===== src/hw/rtl/hsa_pkg.sv =====
// Package of the snowflake automaton core: grid sizes, command types and
// the neighbor folding function. Depends on nothing.
`timescale 1ns / 1ps
`default_nettype none

package hsa_pkg;

  localparam int GRID_LEVELS   = 256;
  localparam int FRACTION_BITS = 28;
  localparam int ROW_SLOTS     = GRID_LEVELS / 2 + 1;
  localparam int CELL_COUNT    = GRID_LEVELS * ROW_SLOTS;
  localparam int ADDR_W        = $clog2(CELL_COUNT);
  localparam int LEVEL_W       = $clog2(GRID_LEVELS);
  localparam int COL_W         = $clog2(ROW_SLOTS);
  localparam int CW            = LEVEL_W + 2;
  localparam int DATA_W        = 32;
  localparam int IN_DATA_W     = 16;
  localparam int MODE_W        = 2;
  localparam int OUT_USER_W    = 2;
  localparam int CFG_IDX_W     = 2;
  localparam int SUM_W         = DATA_W + 3;
  localparam int KEEP_W        = FRACTION_BITS + 2;
  localparam int DIV_W         = 40;

  typedef logic [DATA_W-1:0] fx_t;

  localparam fx_t ONE_FX      = fx_t'(64'd1 << FRACTION_BITS);
  localparam fx_t TWO_ONE_FX  = fx_t'(64'd1 << (FRACTION_BITS + 1));
  localparam fx_t RESET_ALPHA = 32'd134754601;
  localparam fx_t RESET_BETA  = 32'd107374182;
  localparam fx_t RESET_GAMMA = 32'd26844;

  typedef enum logic [MODE_W-1:0] {
    OP_INIT    = 2'd0,
    OP_ADVANCE = 2'd1,
    OP_READ    = 2'd2,
    OP_NOP     = 2'd3
  } op_e;

  typedef enum logic [CFG_IDX_W-1:0] {
    CFG_ALPHA = 2'd0,
    CFG_BETA  = 2'd1,
    CFG_GAMMA = 2'd2
  } cfg_reg_e;

  typedef struct packed {
    op_e               op;
    logic              oor;
    logic [ADDR_W-1:0] addr;
  } cmd_t;

  typedef logic signed [CW-1:0] coord_t;

  typedef struct packed {
    logic              beyond;
    logic [ADDR_W-1:0] addr;
  } fold_t;

  function automatic logic [ADDR_W-1:0] cell_addr(logic [LEVEL_W-1:0] row,
                                                  logic [COL_W-1:0] col);
    return ADDR_W'(row) * ADDR_W'(ROW_SLOTS) + ADDR_W'(col);
  endfunction

  function automatic logic ge_one(fx_t v);
    return v >= ONE_FX;
  endfunction

  function automatic fold_t fold_coord(coord_t i, coord_t j);
    fold_t  r;
    coord_t ii;
    coord_t jj;
    coord_t rs;
    ii = i;
    jj = j;
    r.beyond = (ii >= coord_t'(GRID_LEVELS));
    if (ii < coord_t'(0)) begin
      ii = coord_t'(1);
      jj = coord_t'(0);
    end
    if (ii <= coord_t'(1)) begin
      jj = coord_t'(0);
    end
    if (jj < coord_t'(0)) begin
      jj = -jj;
    end
    rs = (ii >>> 1) + coord_t'(1);
    if (jj >= rs) begin
      jj = ii[0] ? (rs <<< 1) - coord_t'(1) - jj : (rs <<< 1) - coord_t'(2) - jj;
    end
    if (jj < coord_t'(0)) begin
      jj = -jj;
    end
    if (jj >= rs) begin
      jj = rs - coord_t'(1);
    end
    r.addr = r.beyond ? '0 : cell_addr(ii[LEVEL_W-1:0], jj[COL_W-1:0]);
    return r;
  endfunction

endpackage

`default_nettype wire


===== src/hw/rtl/hsa_front.sv =====
// Front end: accepts input beats, decodes them into commands and queues
// them in a two-entry buffer. Depends on hsa_pkg.
`timescale 1ns / 1ps
`default_nettype none

module hsa_front (
  input  wire logic                            clk_i,
  input  wire logic                            rst_ni,
  input  wire logic                            in_valid_i,
  output logic                                 in_ready_o,
  input  wire logic [hsa_pkg::IN_DATA_W-1:0]   in_data_i,
  input  wire logic [hsa_pkg::MODE_W-1:0]      in_mode_i,
  output logic                                 cmd_valid_o,
  output hsa_pkg::cmd_t                        cmd_o,
  input  wire logic                            cmd_pop_i
);

  import hsa_pkg::*;

  cmd_t                 slot_q [2];
  logic                 wr_ptr_q, wr_ptr_d;
  logic                 rd_ptr_q, rd_ptr_d;
  logic [1:0]           count_q, count_d;
  cmd_t                 cmd_new;
  logic [LEVEL_W-1:0]   level;
  logic [COL_W:0]       position;
  logic                 push;

  assign level    = in_data_i[LEVEL_W-1:0];
  assign position = (COL_W + 1)'(in_data_i[15:8]);

  always_comb begin
    cmd_new.op   = op_e'(in_mode_i);
    cmd_new.oor  = position >= (COL_W + 1)'((level >> 1) + LEVEL_W'(1));
    cmd_new.addr = cell_addr(level, position[COL_W-1:0]);
  end

  assign in_ready_o  = (count_q != 2'd2);
  assign push        = in_valid_i && in_ready_o;
  assign cmd_valid_o = (count_q != 2'd0);
  assign cmd_o       = slot_q[rd_ptr_q];

  always_comb begin
    wr_ptr_d = wr_ptr_q ^ push;
    rd_ptr_d = rd_ptr_q ^ cmd_pop_i;
    count_d  = count_q + 2'(push) - 2'(cmd_pop_i);
  end

  always_ff @(posedge clk_i) begin
    if (push) begin
      slot_q[wr_ptr_q] <= cmd_new;
    end
  end

  always_ff @(posedge clk_i or negedge rst_ni) begin
    if (!rst_ni) begin
      wr_ptr_q <= 1'b0;
      rd_ptr_q <= 1'b0;
      count_q  <= 2'd0;
    end else begin
      wr_ptr_q <= wr_ptr_d;
      rd_ptr_q <= rd_ptr_d;
      count_q  <= count_d;
    end
  end

endmodule

`default_nettype wire


===== config.mk =====
export PLATFORM = sky130hd
export DESIGN_NAME = hsa_front
export DESIGN_NICKNAME = d
export VERILOG_FILES = /design/src/hw/rtl/hsa_pkg.sv /design/src/hw/rtl/hsa_front.sv
export SDC_FILE = /design/constraint.sdc
export NUM_CORES = 1
export LEC_CHECK = 0
export BUFFER_PORTS_ARGS = -buffer_cell sky130_fd_sc_hd__buf_4
export CELL_PAD_IN_SITES_DETAIL_PLACEMENT = 0
export CELL_PAD_IN_SITES_GLOBAL_PLACEMENT = 1
export CORE_MARGIN = 4
export CORE_UTILIZATION = 46
export CTS_CLUSTER_DIAMETER = 30
export DETAILED_ROUTE_END_ITERATION = 10
export PLACE_DENSITY = 0.77
export SYNTH_ARGS = -nofsm -noshare
export SYNTH_HDL_FRONTEND = slang
export SYNTH_SLANG_ARGS = --single-unit

===== constraint.sdc =====
create_clock -name clk_i -period 2.2 [get_ports clk_i]
set_input_delay 0.22 -clock clk_i [delete_from_list [all_inputs] [get_ports clk_i]]
set_output_delay 0.22 -clock clk_i [all_outputs]
set_load 0.005 [all_outputs]

# == Word-level counts from Yosys, hierarchy flattened ==
# Memories as Yosys holds them, arrays and structs flattened.
# Index checks and enable logic that the tools add are counted.
# word_totals
register_bits,4
mem_bits_rw,38
inputBits,22
word_cells,17
memories,1
# classes
add_sub_neg,4
mul,1
n_lt_le_gt_ge,1
eq_ne,1
n_mux,2
n_bitwise,2
n_reduce_logical,2
# mem_list
memory,words,word_bits,rd,rd_ports_with_merged_regs,write_ports,line,rtl
slot_q,2,19,1,0,1,hsa_front.sv:20,cmd_t slot_q [2];
# ops
cell,n
adder 16 x 8 -> 16 bit,1
multiplier 8 x 8 -> 16 bit (second input constant),1
adder 7 x 1 -> 8 bit (second input constant),1
>= comparator 8 bit,1
adder 2 x 1 -> 2 bit,1
two-way mux 1 bit,2
!= test 2 bit (second input constant),1
nonzero test 2 bit,1
subtractor 2 x 1 -> 2 bit,1
bitwise XOR 1 bit,2
logical AND 1 bit,1

# == Longest topological paths before layout ==
# Gate-level depths: netlist (run 1).
# logic_depth
word_depth,4
depth_mapped,9

# == Worst setup path after synthesis (run 1) ==
# OpenSTA, ideal clock, no wires.
# synth_path
path_kind,in2reg
start,input in_data_i[3] in the netlist's numbering
end,"memory slot_q[0][13] in the netlist's numbering, data pin"
t_arrival_ps,2321
required_time_ps,1938
setup_slack_ps,-383
cell_stages,9
path_buffers,0
cell_sequence,ha_1 -> ha_1 -> ha_1 -> ha_1 -> fa_1 -> a211oi_2 -> nor2_2 -> o2111ai_2 -> xnor2_1
# synth_lines
element,line,rtl
from (decl),hsa_front.sv:11,"input wire logic [hsa_pkg::IN_DATA_W-1:0] in_data_i,"
to (decl),hsa_front.sv:20,

==> results of run 1 <==
[flip-flops by register name, indices dropped and copies added (netlist names)]
signal    flops
slot_q       38
wr_ptr_q      1
count_q       2
rd_ptr_q      1
[critical path, cell delays in order]
cell and delay (ns):
buf_8 0.10, ha_4 0.26, ha_4 0.19, ha_4 0.15, fa_2 0.55, ha_4 0.23
buf_4 0.14, buf_6 0.11, buf_4 0.14, a21oi_2 0.14, xnor2_1 0.09
[per-stage QoR]
step / hold slack [ns] / instances / utilization
after CTS: 0.1059 / 346 / 0.6487
after global placement: 0.01709 / 335 / 0.6174
after global routing: 0.09854 / 347 / 0.6712
after detailed placement: 0.01897 / 335 / 0.6174
after floorplan: -0.07559 / 195 / -
final: 0.1155 / 347 / 0.6712
[final cells by class]
| class | count | area, um^2 |
|---|---|---|
| clock buffer | 7 | 86.33 |
| clock inverter | 1 | 5.005 |
| fill | 421 | 1810 |
| inverter | 10 | 37.54 |
| multi-input combinational | 140 | 1648 |
| sequential | 42 | 1241 |
| tap | 72 | 90.09 |
| timing repair buffer | 75 | 588.1 |
[cells by family (layout without fill, tap and decap cells)]
group,count (synthesis),after routing,synth area share
adder cells (fa/ha/maj),47,47,0.2307
flip-flops,42,42,0.4749
AND/OR/NAND/NOR,32,32,0.05793
AO/OA/AOI/OAI,25,25,0.07755
multiplexers,19,19,0.08186
XOR/XNOR,17,17,0.05696
buffers and inverters,13,93,0.02011
[cells in the mapped netlist (all sizes together)]
| cell | count |
|---|---|
| a211oi | 3 |
| a21o | 2 |
| a21oi | 5 |
| a31oi | 3 |
| and3 | 2 |
| buf | 3 |
| dfrtp | 4 |
| edfxtp | 38 |
| fa | 2 |
| ha | 45 |
| inv | 10 |
| mux2 | 19 |
| nand2 | 7 |
| nand2b | 2 |
| nand3 | 8 |
| nand4 | 1 |
| nor2 | 10 |
| o2111ai | 1 |
| o211ai | 1 |
| o21a | 1 |
| o21ai | 4 |
| o21bai | 3 |
| o31ai | 1 |
| o41ai | 1 |
| or2 | 2 |
| xnor2 | 12 |
| xor2 | 5 |
[where the power goes]
| group | switching, mW | leakage, nW | total, mW | internal, mW |
|---|---|---|---|---|
| sequential | 0.0572 | 0.399 | 1.20 | 1.15 |
| clock | 0.228 | 0.0482 | 0.481 | 0.253 |
| combinational | 0.659 | 1.06 | 1.46 | 0.801 |
[how the worst max path moves through the flow]
stage | end | start | cells after the start
after CTS | slot_q[0][14] | in_data_i[7] | 10
after floorplan | slot_q[0][13] | in_data_i[15] | 9
final | slot_q[1][9] | in_data_i[15] | 11
after global placement | slot_q[0][13] | in_data_i[15] | 10
after global routing | slot_q[1][14] | in_data_i[7] | 10
after detailed placement | slot_q[1][14] | in_data_i[15] | 10
[metal layers]
| layer | global-route usage | wire length (um) | vias up |
|---|---|---|---|
| li1 | - | - | 884 |
| met1 | 0.1841 | 2347 | 880 |
| met2 | 0.3200 | 3053 | 52 |
| met3 | 0.03075 | 250 | 9 |
| met4 | 0.07132 | 128 | 0 |
| met5 | 0 | 0 | - |
[repair_timing]
item | 4_1_cts | 5_1_grt
setup buffers | 2 | 1
hold endpoints to repair | 4 | 0
hold buffers | 1 | 0
pin swaps | 15 | 14
setup endpoints to repair | 16 | 16
gates resized for setup | 9 | 16
==> reports/results.tsv, run 1 <==
stage	metric	value	unit
critical_path	worstPathArrival	2.33	ns
global_routing	grt.overflow.total	0	
route	ant_nets	0	
route	via_per_inst	5.259	
clock_network	path_clk_slew	0.07	ns
cells_and_area	nets	343	
power_and_ir_drop	p_total	3.145	mW
clock_network	cts_max_level	2	
synth	netlist_instances	195	
clock_network	clock_path_buffers	2	
route	post_drt_wl_per_cell	16.65	um
critical_path	worst_ep_required_time	2.23	ns
status	violations	setup timing	
synth	ys_types	32	
route	drt_iter0_markers	56	
route	drc_errors	0	
critical_path	r2r-end	count_q[1]	
sta	relSlewSlack	0.7181	
route	drt_wl_total	5779	um
synth	synth.top_cells.by_area	edfxtp_1 44%, ha_1 22%, mux2_2 8.2%	
synth	ys.warnings.count	0	
global_routing	track_usage	0.1698	
status	outcome	complete, but fails checks	
hold_path	hold_path.class	in -> reg	
global_routing	grt_pass1_wl	9404	um
hold_path	min_path_cells	2	
clock_network	clock_sinks	42	
critical_path	path_class	in -> reg	
sta	maxSlewViolCount	0	
synth	synth_nets	264	
hold_path	worstHoldStart	cmd_pop_i	
placed_design	io_buffers	42	
sta	hold_viol	0	
cells_and_area	final_area	0.003696	mm^2
route	firstDrtPassIters	4	
sta	finClkSkew	0.006140	ns
global_routing	antenna_found_initial	0	
critical_path	cp-start-kind	input pin	
power_and_ir_drop	powerDensity	850.8	mW/mm^2
cells_and_area	final_cell_mix	70 x buf_4, 38 x edfxtp_1, 24 x ha_1	
critical_path	endpoint_kind	register	
critical_path	ff2ff_path_depth	7	
floorplan	io_pins	43	
global_routing	grt_pass1_vias	2040	
floorplan	start_util	0.4747	
synth	syn_area_per_cell	13.40	um^2
critical_path	r2r_start	count_q[1]	
synth	yosysTopAreaCell	edfxtp_1	
floorplan	rows	27	
cells_and_area	final_common_cell	buf_4	
sta	rsz0062_at_grt	true	
power_and_ir_drop	leakagePower	1.504	nW
synth	syn_area	0.002614	mm^2
sta	min_period_over_period	1.045	
clock_network	clk_latency	0.28	ns
sta	max_freq	434.9	MHz
placed_design	dp_hpwl	4571	um
clock_network	cts-root-buf	clkbuf_8	
critical_path	cp_max_fo	4	
sta	finalSetupViolCount	8	
power_and_ir_drop	irDropWorstVdd	0.5832	mV
sta	setup-tns-final	-0.6292	ns
placed_design	placed_area	0.003400	mm^2
cells_and_area	drive_above_1_share	0.5164	
sta	fin_crit	2.299	ns
clock_network	tritoncts	built	
critical_path	r2r_setup_slack	0.71	ns
placed_design	post-place-ws	-0.4113	ns
sta	worst_slew_pin_slew	0.4192	ns
clock_network	cts_made_buffers	5	
floorplan	die_h	83.38	um
sta	finalWorstSetupSlack	-0.09950	ns
job	drv_cap	0	
synth	ys_seq_area_frac	0.4749	
hold_path	hold_path_end	rd_ptr_q	
cells_and_area	area_growth	41.41	%
route	vias	1825	
placed_design	routabilityCongestion	0.9444	
floorplan	core	0.005507	mm^2
floorplan	dieWidth	83.38	um
floorplan	die_area	0.006952	mm^2
synth	synth-seq-cells	42	
synth	synth_top_cell_area_share	0.4366	
global_routing	grt_max_degree	21	
cells_and_area	antenna_cells	0	
Note: power is estimated with default switching activity, not from simulation.
==> inputs of run 2 (changes only) <==
- REMOVE_ABC_BUFFERS: default -> 1
==> run 2 against run 1 <==
Compared with the run above:
- the flow still finishes with violations (setup timing)
- utilization shrank 0.52 points
- cell area fell by 0.78%
- power shrank 2.7%
- clock power decreased by 4.8%
- clock skew is 0.0023 ns higher
- first-iteration DRC count grew 7.1%
- worst hold slack worse by 0.0012 ns
- die area is the same
- maximum frequency increased by 3.6%
- flip-flop and latch count stayed put
- largest cell class unchanged
==> reports/results.tsv, run 2 (synthesis results as in run 1) <==
stage	metric	value	unit	change
status	outcome	complete, but fails checks		
status	violations	setup timing		
critical_path	slowest_stage	ha_4		
clock_network	clk_latency	0.29	ns	about the same
sta	max_freq	450.6	MHz	+3.6%
floorplan	io_pins	43		unchanged
critical_path	worstPathCellList	buf_8 -> ha_4 -> ha_4 -> ha_4 -> ha_4 -> ha_4 -> nand3_2 -> o211ai_2 -> buf_4 -> a31oi_1 -> xnor2_1		
critical_path	crit_top_cell	ha_4		
placed_design	placed_cells	337		+0.60%
critical_path	crit_buf_inv	2		-2
global_routing	grt_max_degree	21		unchanged
route	post_drt_wl_per_cell	15.03	um	-9.8%
cells_and_area	final_cell_mix	72 x buf_4, 38 x edfxtp_1, 23 x ha_1		
placed_design	dp_hpwl	3873	um	-15%
sta	finalSetupViolCount	2		-6
sta	maxSlewViolCount	0		unchanged
route	drc_errors	0		unchanged
cells_and_area	ff_latch_area	0.001241	mm^2	unchanged
global_routing	grt.overflow.total	0		unchanged
clock_network	tritoncts	built		
power_and_ir_drop	irDropWorstVdd	0.6409	mV	+9.9%
global_routing	grt_pass1_wl	8776	um	-6.7%
critical_path	path_class	in -> reg		
floorplan	rows	27		unchanged
floorplan	die_h	83.38	um	unchanged
sta	hold_viol	0		unchanged
floorplan	start_util	0.4747		unchanged
global_routing	grt_pass1_vias	1897		-7.0%
route	drt_iter0_markers	60		+7.1%
critical_path	cp_top_family	adder cells		
critical_path	endpoint_kind	register		
clock_network	cts_max_level	2		unchanged
clock_network	cts_made_buffers	5		unchanged
global_routing	track_usage	0.1578		-0.01198
floorplan	dieWidth	83.38	um	unchanged
sta	min_period_over_period	1.009		-0.03655
floorplan	die_area	0.006952	mm^2	unchanged
critical_path	cp-start-kind	input pin		
cells_and_area	post-route-util	0.6660		-0.005226
sta	finalWorstSetupSlack	-0.01909	ns	+0.08041 ns
clock_network	clock_path_buffers	2		unchanged
cells_and_area	nets	345		+0.58%
cells_and_area	final_area	0.003667	mm^2	-0.78%
sta	fin_crit	2.219	ns	-0.08041 ns
floorplan	core	0.005507	mm^2	unchanged
sta	rsz0062_at_grt	true		
hold_path	hold_path.class	in -> reg		
clock_network	cts-root-buf	clkbuf_8		
global_routing	antenna_found_initial	0		unchanged
cells_and_area	largest-register	slot_q		
cells_and_area	area_growth	40.31	%	
sta	relSlewSlack	0.7949		+0.07674
clock_network	path_clk_slew	0.07	ns	about the same
cells_and_area	largest_reg_flops	38		unchanged
route	drt_wl_total	5244	um	-9.3%
placed_design	io_buffers	42		unchanged
cells_and_area	stdcell_count	349		+0.58%
placed_design	placed_area	0.003237	mm^2	-4.8%
power_and_ir_drop	leakagePower	1.509	nW	+0.30%
sta	worst_slew_pin_slew	0.3044	ns	-0.1149 ns
placed_design	routabilityCongestion	0.8088		-14%
critical_path	critPathMaxStageDelay	0.30	ns	-0.25 ns
route	firstDrtPassIters	4		unchanged
cells_and_area	fillCellCount	403		-4.3%
cells_and_area	antenna_cells	0		unchanged
cells_and_area	top_regs	slot_q (38), count_q (2)		
power_and_ir_drop	powerDensity	834.6	mW/mm^2	-1.9%
route	vias	1810		-0.82%
route	ant_nets	0		unchanged
cells_and_area	multi_input_area	0.001614	mm^2	-2.0%
sta	finClkSkew	0.008446	ns	+0.002306 ns
critical_path	worst_ep_required_time	2.24	ns	about the same
cells_and_area	drive_above_1_share	0.5235		+0.007102
route	via_per_inst	5.186		-1.4%
critical_path	worstPathArrival	2.25	ns	-0.08 ns
critical_path	cp_max_fo	5		+1
job	drv_cap	0		unchanged
clock_network	clock_sinks	42		unchanged
cells_and_area	final_common_cell	buf_4		
==> run 2: changes by cell type in the layout (fill, tap and decap cells not counted), sizes merged <==
cell and delta:
buf +2, clkbuf -1, clkinv +1
==> run 2: worst reg2reg max path: cells and delay by family, from the launching register on <==
kind | cells | cell delay, ns
adders and majority gates | 1 | 0.20
and+or+nand+nor | 2 | 0.18
DFF | 1 | 0.40
buffers and inverters | 2 | 0.36
==> run 2: repair_timing <==
item | CTS | global route
buffers inserted | 2 | 1
gates resized for setup | 28 | 16
endpoints found under the hold margin | 4 | 0
pin swaps | 23 | 23
setup endpoints to repair | 18 | 16
hold buffers | 1 | 0
==> run 2: per-layer routing <==
metal  GRT usage  vias to the layer above  wire length (um)
li1            -                      889                 -
met1      0.1997                      865              2349
met2      0.2587                       44              2562
met3     0.03472                       12               205
met4     0.06835                        0               127
met5           0                        -                 0
==> run 2: cell type report <==
cell class / instances / area share
clock buffer: 6 / 0.01979
sequential: 42 / 0.3385
timing repair buffer: 77 / 0.1644
inverter: 10 / 0.01024
multi-input combinational: 140 / 0.4401
tap: 72 / 0.02456
clock inverter: 2 / 0.002388
==> run 2: per-stage QoR <==
stage | total power [mW] | setup WS, ns | hold slack (ns) | setup TNS, ns
after CTS | 3.052 | -0.02189 | 0.1090 | -0.09644
after global routing | 3.271 | -0.07493 | 0.1077 | -0.4757
after global placement | 2.442 | -0.5995 | 0.02035 | -10.88
final | 3.061 | -0.01909 | 0.1143 | -0.03817
after floorplan | 1.889 | -0.3829 | -0.07559 | -5.568
after detailed placement | 2.464 | -0.6293 | 0.02114 | -11.14
==> run 2: worst paths after layout <==
kind / start / cells past startpoint / to / slack, ns
max reg2reg: count_q[1] / 5 / slot_q[0][9] / 0.74
min in group asynchronous: rst_ni / 2 / count_q[0] / 0.26
max: in_data_i[15] / 11 / slot_q[1][14] / -0.02
min reg2reg: count_q[1] / 1 / count_q[1] / 0.50
min: cmd_pop_i / 2 / rd_ptr_q / 0.11
max in group asynchronous: rst_ni / 2 / wr_ptr_q / 1.83
==> run 2: power breakdown <==
part / switching (mW) / internal, mW / total [mW]
registers: 0.0523 / 1.15 / 1.20
clock network: 0.240 / 0.218 / 0.458
logic: 0.623 / 0.781 / 1.40
